--- config.mk ---
export PLATFORM = sky130hd
export DESIGN_NAME = tick_task_scheduler_flat
export DESIGN_NICKNAME = d
export VERILOG_FILES = /design/src/rtl/tts_pkg.sv /design/src/rtl/tts_req_if.sv /design/src/rtl/tts_rsp_if.sv /design/src/rtl/tick_task_scheduler.sv /design/src/flat_wrapper.sv
export SDC_FILE = /design/constraint.sdc
export NUM_CORES = 1
export LEC_CHECK = 0
export ABC_AREA = 1
export BUFFER_PORTS_ARGS = -buffer_cell sky130_fd_sc_hd__buf_2
export CORE_ASPECT_RATIO = 1.1
export CORE_UTILIZATION = 50
export DETAILED_ROUTE_END_ITERATION = 8
export PLACE_DENSITY = 0.65
export SLEW_MARGIN = 5
export SYNTH_ARGS = -nofsm -noshare
export SYNTH_HDL_FRONTEND = slang
export SYNTH_SLANG_ARGS = --single-unit
--- constraint.sdc ---
create_clock -name clock -period 6.6 [get_ports clock]
set_input_delay 1.32 -clock clock [delete_from_list [all_inputs] [get_ports clock]]
set_output_delay 1.32 -clock clock [all_outputs]
set_load 0.03 [all_outputs]
--- src/rtl/tts_pkg.sv ---
package tts_pkg;

   localparam logic [1:0] CMD_TICK     = 2'd0;
   localparam logic [1:0] CMD_ADD      = 2'd1;
   localparam logic [1:0] CMD_DISPATCH = 2'd2;

   localparam logic [1:0] ST_OK    = 2'd0;
   localparam logic [1:0] ST_FULL  = 2'd1;
   localparam logic [1:0] ST_EMPTY = 2'd2;

   typedef logic [1:0]  command_type;
   typedef logic [15:0] interval_type;
   typedef logic [1:0]  status_type;
   typedef logic [2:0]  task_index_type;

endpackage

--- src/rtl/tts_req_if.sv ---
interface tts_req_if;
   import tts_pkg::*;

   logic         valid;
   logic         ready;
   command_type  command;
   interval_type interval;
   logic         periodic;

   modport source (output valid, output command, output interval, output periodic,
                   input ready);
   modport sink   (input valid, input command, input interval, input periodic,
                   output ready);
endinterface

--- src/rtl/tts_rsp_if.sv ---
interface tts_rsp_if;
   import tts_pkg::*;

   logic           valid;
   logic           ready;
   status_type     status;
   task_index_type task_index;
   logic           dispatched;

   modport source (output valid, output status, output task_index, output dispatched,
                   input ready);
   modport sink   (input valid, input status, input task_index, input dispatched,
                   output ready);
endinterface

--- src/rtl/tick_task_scheduler.sv ---
// channel   dir  payload                          handshake
// req_if    in   command, interval, periodic      valid/ready
// rsp_if    out  status, task_index, dispatched   valid/ready
//
// add and unused commands: the finish state loads the result, and ready returns with it
// tick and dispatch walk the live slots through the slot memory, one read
// port and one write port, one slot a cycle
// reset clears the live count and control; slot memory needs no clearing
// a result waits in the output register while the next item is accepted;
// a finished item holds its result until the output register frees
module tick_task_scheduler #(
   parameter int SLOTS        = 8,
   parameter int PENDING_BITS = 8
) (
   input logic      clock,
   input logic      reset,
   tts_req_if.sink   req_if,
   tts_rsp_if.source rsp_if
);
   import tts_pkg::*;

   localparam int LIVE_W = $clog2(SLOTS + 1);
   localparam int IDX_W  = (SLOTS > 1) ? $clog2(SLOTS) : 1;

   localparam logic [1:0] S_IDLE   = 2'd0;
   localparam logic [1:0] S_SCAN   = 2'd1;
   localparam logic [1:0] S_FINISH = 2'd2;

   typedef struct packed {
      logic [15:0]             interval;
      logic [15:0]             countdown;
      logic                    periodic;
      logic                    done;
      logic [PENDING_BITS-1:0] pending;
   } slot_rec_type;

   slot_rec_type slot_mem [SLOTS];

   logic [1:0]        state_ff, state_in;
   command_type       cmd_ff, cmd_in;
   logic [LIVE_W-1:0] live_ff, live_in;
   logic [LIVE_W-1:0] issue_ff, issue_in;
   logic              proc_valid_ff, proc_valid_in;
   logic [IDX_W-1:0]  proc_idx_ff, proc_idx_in;
   slot_rec_type      rd_data_ff;
   status_type        res_status_ff, res_status_in;
   logic [IDX_W-1:0]  res_index_ff, res_index_in;
   logic              res_disp_ff, res_disp_in;
   logic              rsp_valid_ff, rsp_valid_in;
   status_type        rsp_status_ff, rsp_status_in;
   task_index_type    rsp_index_ff, rsp_index_in;
   logic              rsp_disp_ff, rsp_disp_in;

   logic              mem_we;
   logic [IDX_W-1:0]  mem_waddr;
   slot_rec_type      mem_wdata;
   logic              mem_re;
   logic [IDX_W-1:0]  mem_raddr;

   logic              req_take;
   logic              rsp_free;
   slot_rec_type      tick_rec;
   logic [15:0]       cd_dec;
   logic              pend_full;
   logic [IDX_W+2:0]  res_index_wide;

   assign req_take       = req_if.valid && req_if.ready;
   assign rsp_free       = !rsp_valid_ff || rsp_if.ready;
   assign req_if.ready   = (state_ff == S_IDLE);
   assign res_index_wide = {3'b000, res_index_ff};

   assign rsp_if.valid      = rsp_valid_ff;
   assign rsp_if.status     = rsp_status_ff;
   assign rsp_if.task_index = rsp_index_ff;
   assign rsp_if.dispatched = rsp_disp_ff;

   // per slot tick update
   always_comb begin
      tick_rec  = rd_data_ff;
      cd_dec    = rd_data_ff.countdown - 16'd1;
      pend_full = &rd_data_ff.pending;
      if (rd_data_ff.periodic) begin
         if (cd_dec == 16'd0) begin
            tick_rec.countdown = rd_data_ff.interval;
            if (!pend_full) begin
               tick_rec.pending = rd_data_ff.pending + PENDING_BITS'(1);
            end
         end else begin
            tick_rec.countdown = cd_dec;
         end
      end else if (!rd_data_ff.done) begin
         if (rd_data_ff.countdown != 16'd0) begin
            tick_rec.countdown = cd_dec;
         end else begin
            tick_rec.done = 1'b1;
            if (!pend_full) begin
               tick_rec.pending = rd_data_ff.pending + PENDING_BITS'(1);
            end
         end
      end
   end

   always_comb begin
      state_in      = state_ff;
      cmd_in        = cmd_ff;
      live_in       = live_ff;
      issue_in      = issue_ff;
      proc_valid_in = 1'b0;
      proc_idx_in   = proc_idx_ff;
      res_status_in = res_status_ff;
      res_index_in  = res_index_ff;
      res_disp_in   = res_disp_ff;
      rsp_valid_in  = rsp_valid_ff && !rsp_if.ready;
      rsp_status_in = rsp_status_ff;
      rsp_index_in  = rsp_index_ff;
      rsp_disp_in   = rsp_disp_ff;
      mem_we        = 1'b0;
      mem_waddr     = proc_idx_ff;
      mem_wdata     = tick_rec;
      mem_re        = 1'b0;
      mem_raddr     = issue_ff[IDX_W-1:0];

      unique case (state_ff)
         S_IDLE: begin
            if (req_take) begin
               cmd_in        = req_if.command;
               issue_in      = '0;
               res_status_in = ST_OK;
               res_index_in  = '0;
               res_disp_in   = 1'b0;
               state_in      = S_FINISH;
               unique case (req_if.command)
                  CMD_TICK: begin
                     state_in = S_SCAN;
                  end
                  CMD_DISPATCH: begin
                     res_status_in = ST_EMPTY;
                     state_in      = S_SCAN;
                  end
                  CMD_ADD: begin
                     if (live_ff == LIVE_W'(SLOTS)) begin
                        res_status_in = ST_FULL;
                     end else begin
                        mem_we              = 1'b1;
                        mem_waddr           = live_ff[IDX_W-1:0];
                        mem_wdata.interval  = req_if.interval;
                        mem_wdata.countdown = req_if.interval;
                        mem_wdata.periodic  = req_if.periodic;
                        mem_wdata.done      = 1'b0;
                        mem_wdata.pending   = '0;
                        res_index_in        = live_ff[IDX_W-1:0];
                        live_in             = live_ff + LIVE_W'(1);
                     end
                  end
                  default: begin
                  end
               endcase
            end
         end
         S_SCAN: begin
            if (issue_ff < live_ff) begin
               mem_re        = 1'b1;
               proc_valid_in = 1'b1;
               proc_idx_in   = issue_ff[IDX_W-1:0];
               issue_in      = issue_ff + LIVE_W'(1);
            end
            if (proc_valid_ff) begin
               if (cmd_ff == CMD_TICK) begin
                  mem_we = 1'b1;
               end else if (rd_data_ff.pending != '0) begin
                  mem_we            = 1'b1;
                  mem_wdata         = rd_data_ff;
                  mem_wdata.pending = rd_data_ff.pending - PENDING_BITS'(1);
                  res_status_in     = ST_OK;
                  res_index_in      = proc_idx_ff;
                  res_disp_in       = 1'b1;
                  proc_valid_in     = 1'b0;
                  mem_re            = 1'b0;
                  state_in          = S_FINISH;
               end
            end else if (!(issue_ff < live_ff)) begin
               state_in = S_FINISH;
            end
         end
         S_FINISH: begin
            if (rsp_free) begin
               rsp_valid_in  = 1'b1;
               rsp_status_in = res_status_ff;
               rsp_index_in  = res_index_wide[2:0];
               rsp_disp_in   = res_disp_ff;
               state_in      = S_IDLE;
            end
         end
         default: begin
            state_in = S_IDLE;
         end
      endcase
   end

   always_ff @(posedge clock) begin
      if (mem_we) begin
         slot_mem[mem_waddr] <= mem_wdata;
      end
      if (mem_re) begin
         rd_data_ff <= slot_mem[mem_raddr];
      end
   end

   always_ff @(posedge clock) begin
      if (reset) begin
         state_ff      <= S_IDLE;
         live_ff       <= '0;
         proc_valid_ff <= 1'b0;
         rsp_valid_ff  <= 1'b0;
      end else begin
         state_ff      <= state_in;
         live_ff       <= live_in;
         proc_valid_ff <= proc_valid_in;
         rsp_valid_ff  <= rsp_valid_in;
      end
      cmd_ff        <= cmd_in;
      issue_ff      <= issue_in;
      proc_idx_ff   <= proc_idx_in;
      res_status_ff <= res_status_in;
      res_index_ff  <= res_index_in;
      res_disp_ff   <= res_disp_in;
      rsp_status_ff <= rsp_status_in;
      rsp_index_ff  <= rsp_index_in;
      rsp_disp_ff   <= rsp_disp_in;
   end

`ifndef SYNTH
   a_live_bound: assert property (@(posedge clock) disable iff (reset)
      live_ff <= LIVE_W'(SLOTS))
      else $error("live slot count beyond table size");

   a_disp_ok: assert property (@(posedge clock) disable iff (reset)
      rsp_if.valid && rsp_if.dispatched |-> rsp_if.status == ST_OK)
      else $error("dispatched item without ok status");

   a_busy_after_take: assert property (@(posedge clock) disable iff (reset)
      req_take |=> !req_if.ready)
      else $error("ready again right after taking an item");

   a_scan_valid: assert property (@(posedge clock) disable iff (reset)
      proc_valid_ff |-> state_ff == S_SCAN)
      else $error("slot read data outside of a walk");
`endif

endmodule

--- src/flat_wrapper.sv ---
// flat-port wrapper written by rule: the top's interface ports become plain ports
module tick_task_scheduler_flat import tts_pkg::*;
#(
   parameter int SLOTS        = 8,
   parameter int PENDING_BITS = 8
)
  (clock, reset, req_if_valid, req_if_command, req_if_interval, req_if_periodic, req_if_ready, rsp_if_valid, rsp_if_status, rsp_if_task_index, rsp_if_dispatched, rsp_if_ready);
  tts_req_if req_if_i ();
  tts_rsp_if rsp_if_i ();
  input logic clock;
  input logic reset;
  input wire logic [$bits(req_if_i.valid)-1:0] req_if_valid;
  input wire logic [$bits(req_if_i.command)-1:0] req_if_command;
  input wire logic [$bits(req_if_i.interval)-1:0] req_if_interval;
  input wire logic [$bits(req_if_i.periodic)-1:0] req_if_periodic;
  output wire logic [$bits(req_if_i.ready)-1:0] req_if_ready;
  output wire logic [$bits(rsp_if_i.valid)-1:0] rsp_if_valid;
  output wire logic [$bits(rsp_if_i.status)-1:0] rsp_if_status;
  output wire logic [$bits(rsp_if_i.task_index)-1:0] rsp_if_task_index;
  output wire logic [$bits(rsp_if_i.dispatched)-1:0] rsp_if_dispatched;
  input wire logic [$bits(rsp_if_i.ready)-1:0] rsp_if_ready;
  assign req_if_i.valid = req_if_valid;
  assign req_if_i.command = req_if_command;
  assign req_if_i.interval = req_if_interval;
  assign req_if_i.periodic = req_if_periodic;
  assign req_if_ready = req_if_i.ready;
  assign rsp_if_valid = rsp_if_i.valid;
  assign rsp_if_status = rsp_if_i.status;
  assign rsp_if_task_index = rsp_if_i.task_index;
  assign rsp_if_dispatched = rsp_if_i.dispatched;
  assign rsp_if_i.ready = rsp_if_ready;
  tick_task_scheduler #(.SLOTS(SLOTS), .PENDING_BITS(PENDING_BITS)) u_core (.clock(clock), .reset(reset), .req_if(req_if_i), .rsp_if(rsp_if_i));
endmodule
==> results of run 1 <==
==> stage by stage <==
stage / util [%] / total power [mW] / instances / hold slack [ns]
6_report: 56.8 / 6.00 / 2068 / 0.418
5_1_grt: 56.8 / 6.21 / 2068 / 0.422
4_1_cts: 56.8 / 6.02 / 2068 / 0.419
3_5_place_dp: 52.9 / 3.73 / 1996 / 0.405
3_3_place_gp: 52.9 / 3.72 / 1996 / 0.401
2_1_floorplan: - / 3.52 / 1584 / 0.400
==> flip-flops by register name, summed over array words and instances (netlist names), 2 cells and up <==
register	flops
u_core.res_status_ff	2
u_core.res_index_ff	3
u_core.rsp_if.status	2
u_core.state_ff	2
u_core.slot_mem	336
u_core.issue_ff	4
u_core.live_ff	4
u_core.rd_data_ff	42
u_core.proc_idx_ff	3
u_core.rsp_if.task_index	3
u_core.cmd_ff	2
==> cell families (layout without fill, tap and decap cells) <==
group,after synthesis,count (layout),synth area share (%)
adder cells (fa/ha/maj),10,10,0.710
AND/OR/NAND/NOR,620,620,14.6
AO/OA/AOI/OAI,355,355,11.3
XOR/XNOR,10,10,0.497
buffers and inverters,182,228,4.00
flip-flops,407,407,68.9
==> power by group <==
| group | switching [mW] | internal [mW] |
|---|---|---|
| clock network | 0.950 | 1.36 |
| registers | 0.0386 | 2.96 |
| logic | 0.496 | 0.192 |
| total | 1.48 | 4.51 |
==> synth_stat cells, drive strengths merged (2+ instances only) <==
cell type    n
nor2       385
a31oi       42
o21ai      223
o31ai        3
edfxtp     399
xor2         8
nand2      168
dfxtp        8
nor3         9
o22ai       53
xnor2        2
inv        103
o21bai      14
a21oi       13
clkinv       2
o211ai       2
nand4        5
ha          10
buf         12
clkbuf      65
nand3       51
==> final cells by class <==
type	instances	area, um^2
Timing Repair Buffer	51	308
Sequential cell	407	12100
Clock inverter	22	214
Clock buffer	50	1120
Multi-Input combinational cell	995	4850
Fill cell	2822	14900
Inverter	105	397
Tap cell	438	548
==> final timing paths <==
| path | start | end | slack, ns | cells past startpoint |
|---|---|---|---|---|
| worst min-delay path | u_core.res_status_ff[1] | u_core.rsp_if.status[1] | 0.42 | 0 |
| worst min register to register | u_core.res_status_ff[1] | u_core.rsp_if.status[1] | 0.42 | 0 |
| worst max-delay path | req_if_command[1] | u_core.slot_mem[6][25] | 2.01 | 13 |
| worst max register to register | u_core.live_ff[0] | u_core.slot_mem[6][25] | 2.30 | 12 |
==> metal layers <==
| metal | global-route usage [%] | vias to the layer above |
|---|---|---|
| met5 | 0 | - |
| li1 | - | 5612 |
| met1 | 32.0 | 5724 |
| met4 | 9.13 | 0 |
| met2 | 39.6 | 391 |
| met3 | 2.86 | 87 |
==> critical path: stages <==
cell and delay, ns:
buf_2 0.10, inv_1 0.06, nand2_1 0.08, inv_1 0.10, nand2_1 0.09, nor2_2 0.57
inv_2 0.52, nor2_1 0.25, a21oi_1 0.08, inv_1 0.09, nand2_1 0.23, nor2_4 0.80
buf_4 0.47
==> results.tsv, run 1 <==
metric	value	unit
skew final	0.0248	ns
critical-path maximum fanout	44	
hpwl dp	24.5	mm
syn_nets	1617	
Synth area leaders	edfxtp_1 (68%), nor2_1 (7.9%), o21ai_0 (6.0%)	
I/O pin total	31	
die height	199	um
Top Layer Used	met4	
Least-Margin Pin Slew	1.15	ns
Pins Over Slew Limit	0	
most frequent cells in the layout	edfxtp_1 (399), nor2_1 (363), o21ai_0 (213)	
final setup fails	0	
Unique masters post-synth	43	
clock sink count	407	
status	finished, final reports clean	
postcts setup bufs	0	
FP Rows	71	
post-synth top area cell	edfxtp_1	
commonest non-fill, non-tap cell in the layout	edfxtp_1	
CTS tree	done	
H-tree depth	2	
core area	34500	um^2
Crit Path Class	in -> reg	
# DRC	0	
fmax	0.218	GHz
PD cells	306	nW/um^2
fin nets	1635	
number of max-cap violations	0	
post-cts gate resize count	0	
drt pass-1 iters	5	
WL met3	2.32	mm
clk slew on worst S/H paths	0.06	ns
Vias	11800	
worst rel slew slack	22.6	%
Via density	5.71	
clk_lat worst skew	0.55	ns
vias in the first global route	11300	
gr usage total	23.7	%
RSZ-0062 raised after global routing	no	
Final Hold Viols	0	
first-pass GRT wire length	64.8	mm
Avg Cell Area, Syn	11.1	um^2
initial antenna violation count	0	
Routability Congestion	0.907	
Synth Flop Type	edfxtp_1	
Max rail drop VDD	0.217	mV
root buffer cell	clkbuf_16	
Seq/Total Area, Yosys	68.9	%
crit path time final	4.59	ns
pin count of the biggest net entering global routing	87	
# port buffers	30	
post-route ant nets	0	
worst hold path class	reg -> reg	
Antenna diodes	0	
pre-CTS WS	1.47	ns
initial core utilization	51.1	%
Startpoint Class	input pin	
Post-Syn Area	17600	um^2
post-DR wirelength/cell	20.2	um
share of layout cells above drive strength 1	10.4	%
die area	36000	um^2
YS warnings	0	
Post-synth EDFFs	399	
top-area cell type share of the netlist area	68.0	%
total gr overflow	0	
hold_buf cts	0	
WP data arrival	4.78	ns
Yosys reg bits	407	
share of flip-flops with an asynchronous set or reset after synthesis	0	%
wl on met1	18.1	mm
CTS Buf Count	42	
total wire length	41.8	mm
initial drt markers	1055	
placed instance area	18200	um^2
clock buffer depth	3	
Die X	181	um
design area	19600	um^2
Crit path required time	6.80	ns
post-synthesis cell count	1584	
Layout area overhead	11.1	%
Worst Setup Slack, final	2.01	ns
Static Leakage	6.86	nW
Post-Route Setup TNS	0	ns
element type at the critical path end	flop	
DR WL met2	20.2	mm
Tcrit/Tclk final	69.5	%
Power figures use the tool's default switching activity.
==> inputs of run 2 (changes only) <==
- clock period: 6.6 -> 4.4 ns (I/O delays scaled with it)
==> results.tsv, run 2 (synthesis gave the netlist of run 1 again) <==
metric	value	unit
critical path, cell by cell	clkinv_1 > ha_1 > nand2_1 > nor2_1 > nand2_1 > nor3_2 > nor2_1 > nand2_2 > nand2_1 > inv_1 > o21ai_0 > o21bai_2 > o21bai_1	
Max rail drop VDD	0.317	mV
pre-CTS WS	0.882	ns
Internal	6.57	mW
Reg-to-Reg Start	u_core.rd_data_ff[0]	
fin nets	1637	
worst rel slew slack	26.2	%
Post-Route Setup TNS	0	ns
number of max-cap violations	0	
Least-Margin Pin Slew	1.11	ns
status	finished, final reports clean	
Worst Setup EP	u_core.slot_mem[7][14]	
Util after Layout	56.7	%
total wire length	41.0	mm
core area	34500	um^2
Largest register FFs	336	
Logic pwr share	11.9	%
clock buffer depth	3	
placed instance area	18300	um^2
gr usage total	23.4	%
first-pass GRT wire length	64.4	mm
Vias	11800	
Multi-input gate area	4850	um^2
initial core utilization	51.1	%
Regs by FF count	u_core.slot_mem (336), u_core.rd_data_ff (42)	
worst reg2reg path depth	13	
clock sink count	407	
pin count of the biggest net entering global routing	115	
total gr overflow	0	
Crit path required time	4.66	ns
Layout area overhead	10.9	%
FF/Latch Area	12100	um^2
Die X	181	um
Static Leakage	6.83	nW
hpwl dp	22.9	mm
hold_buf cts	0	
Net Sw Power	2.17	mW
die height	199	um
CTS Buf Count	41	
postcts setup bufs	0	
Total Power	8.74	mW
Clk pwr share	36.8	%
die area	36000	um^2
FP Rows	71	
CP max stage delay	0.46	ns
RSZ-0062 raised after global routing	no	
Final Non-Filler Cells	2071	
I/O pin total	31	
initial drt markers	981	
drt pass-1 iters	8	
# port buffers	30	
final setup fails	0	
Routability Congestion	0.922	
share of layout cells above drive strength 1	10.2	%
CTS tree	done	
vias in the first global route	11400	
CP startpoint	u_core.rd_data_ff[0]	
fillcell total	2842	
most frequent cells in the layout	edfxtp_1 (399), nor2_1 (363), o21ai_0 (213)	
element type at the critical path end	flop	
PD cells	447	nW/um^2
CP max-delay cell	inv_1	
post-cts gate resize count	0	
H-tree depth	2	
Sw Share	24.9	%
placed cells	1999	
Crit Path Class	reg -> reg	
Worst Setup Slack, final	0.903	ns
Startpoint Class	flop	
critical-path maximum fanout	16	
worst hold path class	reg -> reg	
WHS	0.421	ns
Reg-to-Reg End	u_core.slot_mem[7][14]	
Seq pwr share	51.3	%
clk slew on worst S/H paths	0.06	ns
clk_lat worst skew	0.53	ns
Pins Over Slew Limit	0	
Final Hold Viols	0	
Tcrit/Tclk final	79.5	%
design area	19500	um^2
root buffer cell	clkbuf_16	
Largest Register	u_core.slot_mem	
fmax	0.286	GHz
# DRC	0	
post-DR wirelength/cell	19.8	um
crit path time final	3.50	ns
Top cell by count, worst path	nand2_1	
Antenna diodes	0	
WP data arrival	3.76	ns
skew final	0.0138	ns
post-route ant nets	0	
initial antenna violation count	0	
commonest non-fill, non-tap cell in the layout	edfxtp_1	
R2R setup slack	0.90	ns
Via density	5.68	
[run 2: cell types whose count changed in the layout (fill, tap and decap cells not counted), sizes merged]
cell	change
clkinvlp	+1
clkbuf	+3
bufinv	-3
clkinv	-1
buf	+3
[run 2: how the worst min path moves through the flow]
stage                     slack (ns)                     from                           to  cells past startpoint
after floorplan                 0.40       u_core.res_disp_ff     u_core.rsp_if.dispatched                      0
after global placement          0.40   u_core.res_index_ff[2]  u_core.rsp_if.task_index[2]                      0
after detailed placement        0.41  u_core.res_status_ff[1]      u_core.rsp_if.status[1]                      0
after CTS                       0.42  u_core.res_status_ff[1]      u_core.rsp_if.status[1]                      0
after global routing            0.43   u_core.res_index_ff[0]  u_core.rsp_if.task_index[0]                      0
final                           0.42  u_core.res_status_ff[1]      u_core.rsp_if.status[1]                      0
[run 2: area by class of cell]
cell class,instances,area share [%]
clock inverter,19,0.608
clock buffer,53,5.70
sequential,407,62.1
inverter,105,2.03
tap,438,2.80
multi-input combinational,995,24.8
timing repair buffer,54,1.95
[run 2: worst max-delay path: cells and delay by family (launching register included)]
family | cells | cell delay (ns)
fa+ha+maj | 1 | 0.21
flops | 1 | 0.44
simple gates | 7 | 1.10
buf+inv | 2 | 0.64
compound gates | 3 | 0.83
[run 2: routing by layer]
metal  vias up  global-route usage, %  share of wire (%)
met3        81                   3.09                5.1
li1       5629                      -                  -
met4         0                   8.00                2.7
met1      5716                   31.0                 43
met5         -                      0                  0
met2       339                   40.0                 49
[run 2: power by group through the flow]
| stage | Clock [mW] | Sequential (mW) | Combinational, mW |
|---|---|---|---|
| finish | 3.22 | 4.48 | 1.04 |
| global route | 3.42 | 4.49 | 1.17 |
| CTS | 3.27 | 4.48 | 1.05 |
| detailed placement | 0 | 4.56 | 1.04 |
| global placement | 0 | 4.56 | 1.02 |
| floorplan | 0 | 4.56 | 0.729 |
